### src/hw/rtl/sws_pkg.sv
// ----------------------------------------------------------------------------
// sws_pkg: shared types and constants for the searchable stack
// Item formats, opcode and status codes, and the command passed from the
// front end to the execution unit.
// ----------------------------------------------------------------------------
`default_nettype none

package sws_pkg;

  // Stack geometry
  localparam int DEPTH   = 64;
  localparam int ADDR_W  = $clog2(DEPTH);
  localparam int CNT_W   = $clog2(DEPTH + 1);
  localparam int POS_W   = 7;
  localparam int DATA_W  = 32;

  // Command queue geometry
  localparam int QDEPTH  = 2;
  localparam int QPTR_W  = $clog2(QDEPTH);
  localparam int QCNT_W  = $clog2(QDEPTH + 1);

  // Opcodes as they arrive
  typedef enum logic [2:0] {
    OP_PUSH    = 3'd0,
    OP_POP     = 3'd1,
    OP_PEEK    = 3'd2,
    OP_DISPLAY = 3'd3,
    OP_SEARCH  = 3'd4
  } op_t;

  // Result status codes
  typedef enum logic [1:0] {
    ST_OK       = 2'd0,
    ST_EMPTY    = 2'd1,
    ST_OVERFLOW = 2'd2,
    ST_NOTFOUND = 2'd3
  } status_t;

  // Input item
  typedef struct packed {
    logic [2:0]               opcode;
    logic signed [DATA_W-1:0] value;
  } req_t;

  // Result item
  typedef struct packed {
    logic [1:0]               status;
    logic signed [DATA_W-1:0] item;
    logic [POS_W-1:0]         position;
    logic                     last;
  } res_t;

  // Decoded command kinds
  typedef enum logic [2:0] {
    CMD_PUSH,
    CMD_POP,
    CMD_PEEK,
    CMD_DISPLAY,
    CMD_SEARCH
  } kind_t;

  // Command held in the queue
  typedef struct packed {
    kind_t                    kind;
    logic signed [DATA_W-1:0] value;
  } cmd_t;

endpackage

`default_nettype wire

### src/hw/rtl/sws_front.sv
// ----------------------------------------------------------------------------
// sws_front: command decode
// Accepts items, drops undefined opcodes and turns the rest into queue
// commands.
// ----------------------------------------------------------------------------
`default_nettype none

module sws_front (
  input  wire              start,
  input  wire              q_full,
  input  sws_pkg::req_t    request,
  output logic             busy,
  output logic             enq,
  output sws_pkg::cmd_t    cmd
);

  logic valid_op;

  // Classify the opcode
  always_comb begin
    valid_op   = 1'b1;
    cmd.value  = request.value;
    cmd.kind   = sws_pkg::CMD_PUSH;
    case (request.opcode)
      sws_pkg::OP_PUSH:    cmd.kind = sws_pkg::CMD_PUSH;
      sws_pkg::OP_POP:     cmd.kind = sws_pkg::CMD_POP;
      sws_pkg::OP_PEEK:    cmd.kind = sws_pkg::CMD_PEEK;
      sws_pkg::OP_DISPLAY: cmd.kind = sws_pkg::CMD_DISPLAY;
      sws_pkg::OP_SEARCH:  cmd.kind = sws_pkg::CMD_SEARCH;
      default:             valid_op = 1'b0;  // undefined opcodes have no effect
    endcase
  end

  // Accept whenever the queue has room
  assign busy = q_full;
  assign enq  = start && !q_full && valid_op;

endmodule

`default_nettype wire

### src/hw/rtl/sws_queue.sv
// ----------------------------------------------------------------------------
// sws_queue: command queue
// Small FIFO decoupling command decode from execution.
// ----------------------------------------------------------------------------
`default_nettype none

module sws_queue (
  input  wire              clk,
  input  wire              rst,
  input  wire              enq,
  input  sws_pkg::cmd_t    enq_cmd,
  input  wire              deq,
  output sws_pkg::cmd_t    head,
  output logic             empty,
  output logic             full
);

  sws_pkg::cmd_t                slots [sws_pkg::QDEPTH];
  logic [sws_pkg::QPTR_W-1:0]   wr_ptr;
  logic [sws_pkg::QPTR_W-1:0]   rd_ptr;
  logic [sws_pkg::QCNT_W-1:0]   count;

  assign head  = slots[rd_ptr];
  assign empty = (count == '0);
  assign full  = (count == sws_pkg::QCNT_W'(sws_pkg::QDEPTH));

  // Pointers and occupancy
  always_ff @(posedge clk) begin
    if (rst) begin
      wr_ptr <= '0;
      rd_ptr <= '0;
      count  <= '0;
    end else begin
      if (enq) wr_ptr <= wr_ptr + 1'b1;
      if (deq) rd_ptr <= rd_ptr + 1'b1;
      case ({enq, deq})
        2'b10:   count <= count + 1'b1;
        2'b01:   count <= count - 1'b1;
        default: count <= count;
      endcase
    end
  end

  // Storage
  always_ff @(posedge clk) begin
    if (enq) slots[wr_ptr] <= enq_cmd;
  end

endmodule

`default_nettype wire

### src/hw/rtl/sws_back.sv
// ----------------------------------------------------------------------------
// sws_back: stack execution unit
// Owns the entry memory and fill count, runs one command at a time and
// drives the result strobe.
// ----------------------------------------------------------------------------
`default_nettype none

module sws_back (
  input  wire              clk,
  input  wire              rst,
  input  wire              q_empty,
  input  sws_pkg::cmd_t    q_cmd,
  output logic             deq,
  output logic             strobe,
  output sws_pkg::res_t    result
);

  typedef enum logic [1:0] {S_IDLE, S_READ, S_WALK, S_FLUSH} state_t;

  state_t                            state, state_next;
  logic [sws_pkg::CNT_W-1:0]         fill, fill_next;
  logic [sws_pkg::CNT_W-1:0]         pos, pos_next;
  sws_pkg::kind_t                    kind, kind_next;
  logic signed [sws_pkg::DATA_W-1:0] key, key_next;
  logic                              hold_valid, hold_valid_next;
  logic signed [sws_pkg::DATA_W-1:0] hold_item, hold_item_next;
  logic [sws_pkg::CNT_W-1:0]         hold_pos, hold_pos_next;
  logic                              emit;
  sws_pkg::res_t                     emit_res;

  logic signed [sws_pkg::DATA_W-1:0] mem [sws_pkg::DEPTH];
  logic signed [sws_pkg::DATA_W-1:0] rdata;
  logic [sws_pkg::ADDR_W-1:0]        raddr;
  logic                              we;
  logic                              at_end;

  // Entry memory: one write and one registered read per cycle
  always_ff @(posedge clk) begin
    if (we) mem[fill[sws_pkg::ADDR_W-1:0]] <= q_cmd.value;
    rdata <= mem[raddr];
  end

  assign at_end = (pos == fill);

  // Command sequencing
  always_comb begin
    state_next      = state;
    fill_next       = fill;
    pos_next        = pos;
    kind_next       = kind;
    key_next        = key;
    hold_valid_next = hold_valid;
    hold_item_next  = hold_item;
    hold_pos_next   = hold_pos;
    emit            = 1'b0;
    emit_res        = '0;
    deq             = 1'b0;
    we              = 1'b0;
    raddr           = '0;
    case (state)
      S_IDLE: begin
        if (!q_empty) begin
          deq       = 1'b1;
          kind_next = q_cmd.kind;
          key_next  = q_cmd.value;
          emit      = 1'b1;
          if (q_cmd.kind == sws_pkg::CMD_PUSH) begin
            if (fill == sws_pkg::CNT_W'(sws_pkg::DEPTH)) begin
              emit_res = '{status: sws_pkg::ST_OVERFLOW, item: '0, position: '0, last: 1'b1};
            end else begin
              we        = 1'b1;
              fill_next = fill + 1'b1;
              emit_res  = '{status: sws_pkg::ST_OK, item: q_cmd.value,
                            position: sws_pkg::POS_W'(1), last: 1'b1};
            end
          end else if (fill == '0) begin
            emit_res = '{status: sws_pkg::ST_EMPTY, item: '0, position: '0, last: 1'b1};
          end else begin
            // Start a read of the top entry
            emit            = 1'b0;
            raddr           = sws_pkg::ADDR_W'(fill - 1'b1);
            pos_next        = sws_pkg::CNT_W'(1);
            hold_valid_next = 1'b0;
            if (q_cmd.kind == sws_pkg::CMD_POP) fill_next = fill - 1'b1;
            if (q_cmd.kind == sws_pkg::CMD_POP || q_cmd.kind == sws_pkg::CMD_PEEK)
              state_next = S_READ;
            else
              state_next = S_WALK;
          end
        end
      end
      S_READ: begin
        emit       = 1'b1;
        emit_res   = '{status: sws_pkg::ST_OK, item: rdata,
                       position: sws_pkg::POS_W'(1), last: 1'b1};
        state_next = S_IDLE;
      end
      S_WALK: begin
        // rdata holds the entry at position pos; prefetch the next one down
        if (!at_end) begin
          raddr    = sws_pkg::ADDR_W'(fill - pos - 1'b1);
          pos_next = pos + 1'b1;
        end
        if (kind == sws_pkg::CMD_DISPLAY) begin
          emit     = 1'b1;
          emit_res = '{status: sws_pkg::ST_OK, item: rdata,
                       position: sws_pkg::POS_W'(pos), last: at_end};
          if (at_end) state_next = S_IDLE;
        end else begin
          // Hold each match back one step so the final one can carry last
          if (rdata == key) begin
            emit            = hold_valid;
            emit_res        = '{status: sws_pkg::ST_OK, item: hold_item,
                                position: sws_pkg::POS_W'(hold_pos), last: 1'b0};
            hold_valid_next = 1'b1;
            hold_item_next  = rdata;
            hold_pos_next   = pos;
          end
          if (at_end) state_next = S_FLUSH;
        end
      end
      S_FLUSH: begin
        emit = 1'b1;
        if (hold_valid)
          emit_res = '{status: sws_pkg::ST_OK, item: hold_item,
                       position: sws_pkg::POS_W'(hold_pos), last: 1'b1};
        else
          emit_res = '{status: sws_pkg::ST_NOTFOUND, item: '0, position: '0, last: 1'b1};
        state_next = S_IDLE;
      end
      default: state_next = S_IDLE;
    endcase
  end

  // State and registered result
  always_ff @(posedge clk) begin
    if (rst) begin
      state      <= S_IDLE;
      fill       <= '0;
      hold_valid <= 1'b0;
      strobe     <= 1'b0;
    end else begin
      state      <= state_next;
      fill       <= fill_next;
      hold_valid <= hold_valid_next;
      strobe     <= emit;
    end
    pos       <= pos_next;
    kind      <= kind_next;
    key       <= key_next;
    hold_item <= hold_item_next;
    hold_pos  <= hold_pos_next;
    result    <= emit_res;
  end

  // Fill count never passes the depth
  a_fill_bound: assert property (@(posedge clk) disable iff (rst)
    fill <= sws_pkg::CNT_W'(sws_pkg::DEPTH))
    else $error("fill count above depth");

  // The walk position stays inside the stack
  a_walk_pos: assert property (@(posedge clk) disable iff (rst)
    state == S_WALK |-> (pos != '0 && pos <= fill))
    else $error("walk position out of range");

  // Any non-ok result closes its item
  a_err_last: assert property (@(posedge clk) disable iff (rst)
    (strobe && result.status != sws_pkg::ST_OK) |-> result.last)
    else $error("error result without last");

  // A pop or peek read always produces its result on the next cycle
  a_read_emit: assert property (@(posedge clk) disable iff (rst)
    state == S_READ |=> strobe)
    else $error("read cycle without result");

endmodule

`default_nettype wire

### src/hw/rtl/stack_with_search.sv
// ----------------------------------------------------------------------------
// stack_with_search: LIFO stack of signed 32-bit values with linear search
// Push, pop, peek, top-down listing and key search over a 64-entry stack.
//
//   channel  | ports                   | handshake
//   ---------+-------------------------+--------------------------------
//   command  | request (opcode, value) | taken when start && !busy
//   result   | result (status, item,   | valid for one cycle on strobe
//            |   position, last)       |
//
// Push completes from idle; pop/peek read the top entry; display and search walk
// the entries held one entry a cycle through the single read port of the entry memory.
// A two-entry command queue keeps start open while a command executes;
// busy rises only when the queue is full.
// Reset (rst, synchronous) empties the stack and the queue.
// Results cannot be held off; every result appears once on strobe.
// ----------------------------------------------------------------------------
`default_nettype none

module stack_with_search (
  input  wire              clk,
  input  wire              rst,
  input  wire              start,
  output logic             busy,
  input  sws_pkg::req_t    request,
  output logic             strobe,
  output sws_pkg::res_t    result
);

  logic          enq;
  logic          deq;
  logic          q_empty;
  logic          q_full;
  sws_pkg::cmd_t enq_cmd;
  sws_pkg::cmd_t head;

  sws_front u_front (
    .start   (start),
    .q_full  (q_full),
    .request (request),
    .busy    (busy),
    .enq     (enq),
    .cmd     (enq_cmd)
  );

  sws_queue u_queue (
    .clk     (clk),
    .rst     (rst),
    .enq     (enq),
    .enq_cmd (enq_cmd),
    .deq     (deq),
    .head    (head),
    .empty   (q_empty),
    .full    (q_full)
  );

  sws_back u_back (
    .clk     (clk),
    .rst     (rst),
    .q_empty (q_empty),
    .q_cmd   (head),
    .deq     (deq),
    .strobe  (strobe),
    .result  (result)
  );

endmodule

`default_nettype wire
### config.mk
export PLATFORM = sky130hd
export DESIGN_NAME = stack_with_search
export DESIGN_NICKNAME = d
export VERILOG_FILES = /design/src/hw/rtl/sws_pkg.sv /design/src/hw/rtl/sws_front.sv /design/src/hw/rtl/sws_queue.sv /design/src/hw/rtl/sws_back.sv /design/src/hw/rtl/stack_with_search.sv
export SDC_FILE = /design/constraint.sdc
export NUM_CORES = 2
export LEC_CHECK = 0
export ABC_CLOCK_PERIOD_IN_PS = 4200
export BUFFER_PORTS_ARGS = -buffer_cell sky130_fd_sc_hd__buf_2
export CORE_MARGIN = 1.5
export CORE_UTILIZATION = 61
export CTS_CLUSTER_SIZE = 8
export DETAILED_ROUTE_END_ITERATION = 10
export GPL_ROUTABILITY_DRIVEN = 0
export PLACE_DENSITY = 0.81
export SYNTH_ARGS = -nofsm -noshare
export SYNTH_HDL_FRONTEND = slang
export SYNTH_SLANG_ARGS = --single-unit
### constraint.sdc
create_clock -name clk -period 4.2 [get_ports clk]
set_input_delay 0.21 -clock clk [delete_from_list [all_inputs] [get_ports clk]]
set_output_delay 0.21 -clock clk [all_outputs]
set_load 0.005 [all_outputs]
==> reports/qor.yml <==
outcome:
  status: "finished, violations left"
  violations: "setup timing"
cells_and_area:
  nNetsFinal: 6409
  post-route-util_pct: 72.30
  final_area_um2: 105500
  diodes: 0
  final_layout_size_suffix_gt1_share_pct: 16.10
  area_growth_pct: 17.44
yosys:
  ys_warn_count: 0
  yosys.area.top_type_share_pct: 73.51
  syn_inst: 5886
  synth_area_leader_cell: "edfxtp_1"
  async_reset_ff_share_pct: 0
  synth_seq_cells: 2289
  syn_nets: 5934
  syn_area_um2: 89830
  synthTopCellsByArea: "edfxtp_1 (74%), nand2_1 (4.9%), mux2i_1 (4.5%)"
  synth_edf_count: 2199
  synth_cell_types: 77
  avgSynthCellArea_um2: 15.26
  ys_seq_area_share_pct: 75.52
  synthFlopType: "edfxtp_1"
detailed_routing:
  detail_route.wl_per_cell_um: 31.67
  drt_iter0_drc: 10240
  firstDrtPassIters: 7
  route.detailed.drc: 0
  wl_mm: 266.7
  vias: 58810
  drtAntennaViolNets: 0
  via_per_inst: 6.983
global_routing:
  grt_pass1_wl_mm: 380.6
  grt_max_degree: 102
  grt-ovfl-total: 0
  grt_pass1_vias: 58190
  gr-usage-all-layers_pct: 34.89
  antenna_found_initial: 14
floorplanning:
  dieArea_um2: 149600
  fp.coreArea_um2: 145900
  initial_core_util_pct: 61.56
  rows: 140
  ios: 82
  die_height_um: 386.7
  die_x_um: 386.7
power:
  power.density_nw_per_um2: 631.2
  power.leakage_nw: 36.20
  peakVddDrop_mv: 0.5437
worst_setup_path:
  r2r-start: "u_back.pos[4]$_SDFFCE_PN0P_"
  cp.arrival_ps: 5120
  crit_chain: "inv_1 -> ha_1 -> inv_1 -> o41a_2 -> buf_4 -> a32oi_4 -> buf_12 -> buf_4 -> a2111oi_0 -> nor4_1 -> o22ai_1 -> a211oi_1"
  crit_start: "u_back.pos[4]$_SDFFCE_PN0P_"
  worst_path_max_delay_cell: "o41a_2"
  crit_path_max_incr_delay_ps: 530
  critPathCaptureType: "flip-flop"
  critPathKind: "flip-flop to flip-flop"
  start_kind: "flip-flop"
  critical_path.max_fanout: 32
  cp.required_ps: 5040
placement:
  place_ws_ps: -430.5
  numPortBuffers: 81
  post_dp_cell_area_um2: 95050
  hpwl_mm: 146.5
worst_hold_path:
  min_path_type: "input port to flip-flop"
  holdCritStartpoint: "request[26]"
sta:
  finalCritPeriodShare_pct: 101.8
  slew_headroom_pct: 9.843
  hold_viol: 0
  clock.fmax_mhz: 233.8
  clock_skew_ps: 68.95
  slew_viol_final: 0
  fin_crit_ps: 4277
  setup_viol: 2
  fin_ws_ps: -76.72
  worstMarginPinSlew_ps: 1352
  whs_ps: 45.75
clock_network:
  h-tree-depth: 5
  cts_tree: "yes"
  cts_made_buffers: 337
  clockBufferDepth: 4
  root_buffer: "clkbuf_16"
  cts.sinks: 2289
  clock_latency_ps: 930
  clk_pin_slew_ps: 50
flow_run:
  cap_violations: 0
==> final cells by class <==
class	instances	area, µm²
well taps	1917	2399
multi-input cells	3187	20890
repair buffers	501	5081
flip-flops and latches	2289	67840
clock buffers	472	9014
inverters	45	168.9
fillers	7935	40420
clock inverters	11	108.9
==> path summary, 6_finish.rpt <==
check	end	slack (ps)	depth (start not counted)
hold / removal	u_queue.slots[1][26]$_DFFE_PP_	50	2
hold reg to reg	u_back.result[7]$_DFF_P_	470	1
setup reg to reg	u_back.rdata[10]$_DFF_P_	-80	12
setup / recovery	u_back.rdata[10]$_DFF_P_	-80	12
==> metrics by stage <==
step           total power [mW]  instances  setup TNS, ps
2_1_floorplan             35.82       5886              0
3_3_place_gp              41.16       7850          -1022
3_5_place_dp              41.61       7850          -1776
4_1_cts                   65.55       8403              0
5_1_grt                   67.97       8422         -166.5
6_report                  66.59       8422         -127.9
==> Yosys cell counts, types with 49 or more instances <==
library cell	number
edfxtp_1	2199
nand2_1	1176
nand3_1	560
mux2i_1	408
buf_2	135
clkbuf_1	123
nor2_1	120
a31oi_1	90
dfxtp_1	90
and3_1	83
mux4_2	71
nand4_1	66
mux2_2	60
a221oi_1	59
a22oi_1	49
==> critical path, delay by kind of cell, from the launching register on <==
kind | cells | cell delay [ps]
compound gates | 5 | 1650
simple gates | 1 | 470
fa+ha+maj | 1 | 340
buf+inv | 5 | 1300
flops | 1 | 380
==> repair_timing <==
action                     4_1_cts  5_1_grt
pin swaps                        1        6
hold buffers                    64        0
hold endpoints to repair        86        0
buffers inserted                 5       12
gates resized for setup         25       30
setup endpoints to repair       15       31
gates cloned                     1        7
==> kinds of logic after synthesis <==
logic type / count (synthesis) / share of synthesized area (%)
buffers and inverters: 410 / 2.204
multiplexers: 539 / 7.079
adder cells (fa/ha/maj): 10 / 0.1476
AO/OA/AOI/OAI: 497 / 4.252
flip-flops: 2289 / 75.52
XOR/XNOR: 51 / 0.4973
AND/OR/NAND/NOR: 2090 / 10.30
==> metal layers <==
metal	up-vias	GRT usage, %	part of all wire (%)	wire length [µm]
li1	23410	-	-	-
met1	28410	44.55	32	85960
met2	5743	53.04	45	120400
met3	1222	12.43	17	45220
met4	14	17.94	5.7	15090
met5	-	0	0.038	101
==> state kept, by name, indices dropped and copies added, names as in the netlist, 2 cells and up, named ones only <==
signal	flops
u_queue.count	2
u_back.result	42
u_back.kind	3
u_back.pos	7
u_back.hold_pos	7
u_queue.slots	70
u_back.key	32
u_back.mem	2048
u_back.fill	7
u_back.hold_item	32
u_back.rdata	32
u_back.state	2
==> where the power goes <==
part,total [mW],switching (mW),internal [mW]
clock network,23.8,9.22,14.6
logic,14.8,10.2,4.67
registers,27.9,0.796,27.1
total,66.6,20.2,46.4
==> cell usage in the layout, fill, tap and decap left out, types with 71 or more instances in the layout <==
cell type	Yosys	final
nand3_1	560	555
buf_4	48	247
edfxtp_1	2199	2199
dfxtp_1	90	89
a31oi_1	90	89
nand2_1	1176	1175
clkbuf_1	123	131
buf_2	135	81
nor2_4	0	72
and3_1	83	83
mux2i_1	408	408
clkbuf_16	0	346
buf_12	1	85
mux4_2	71	71
Note: power is estimated with default switching activity, not from simulation.
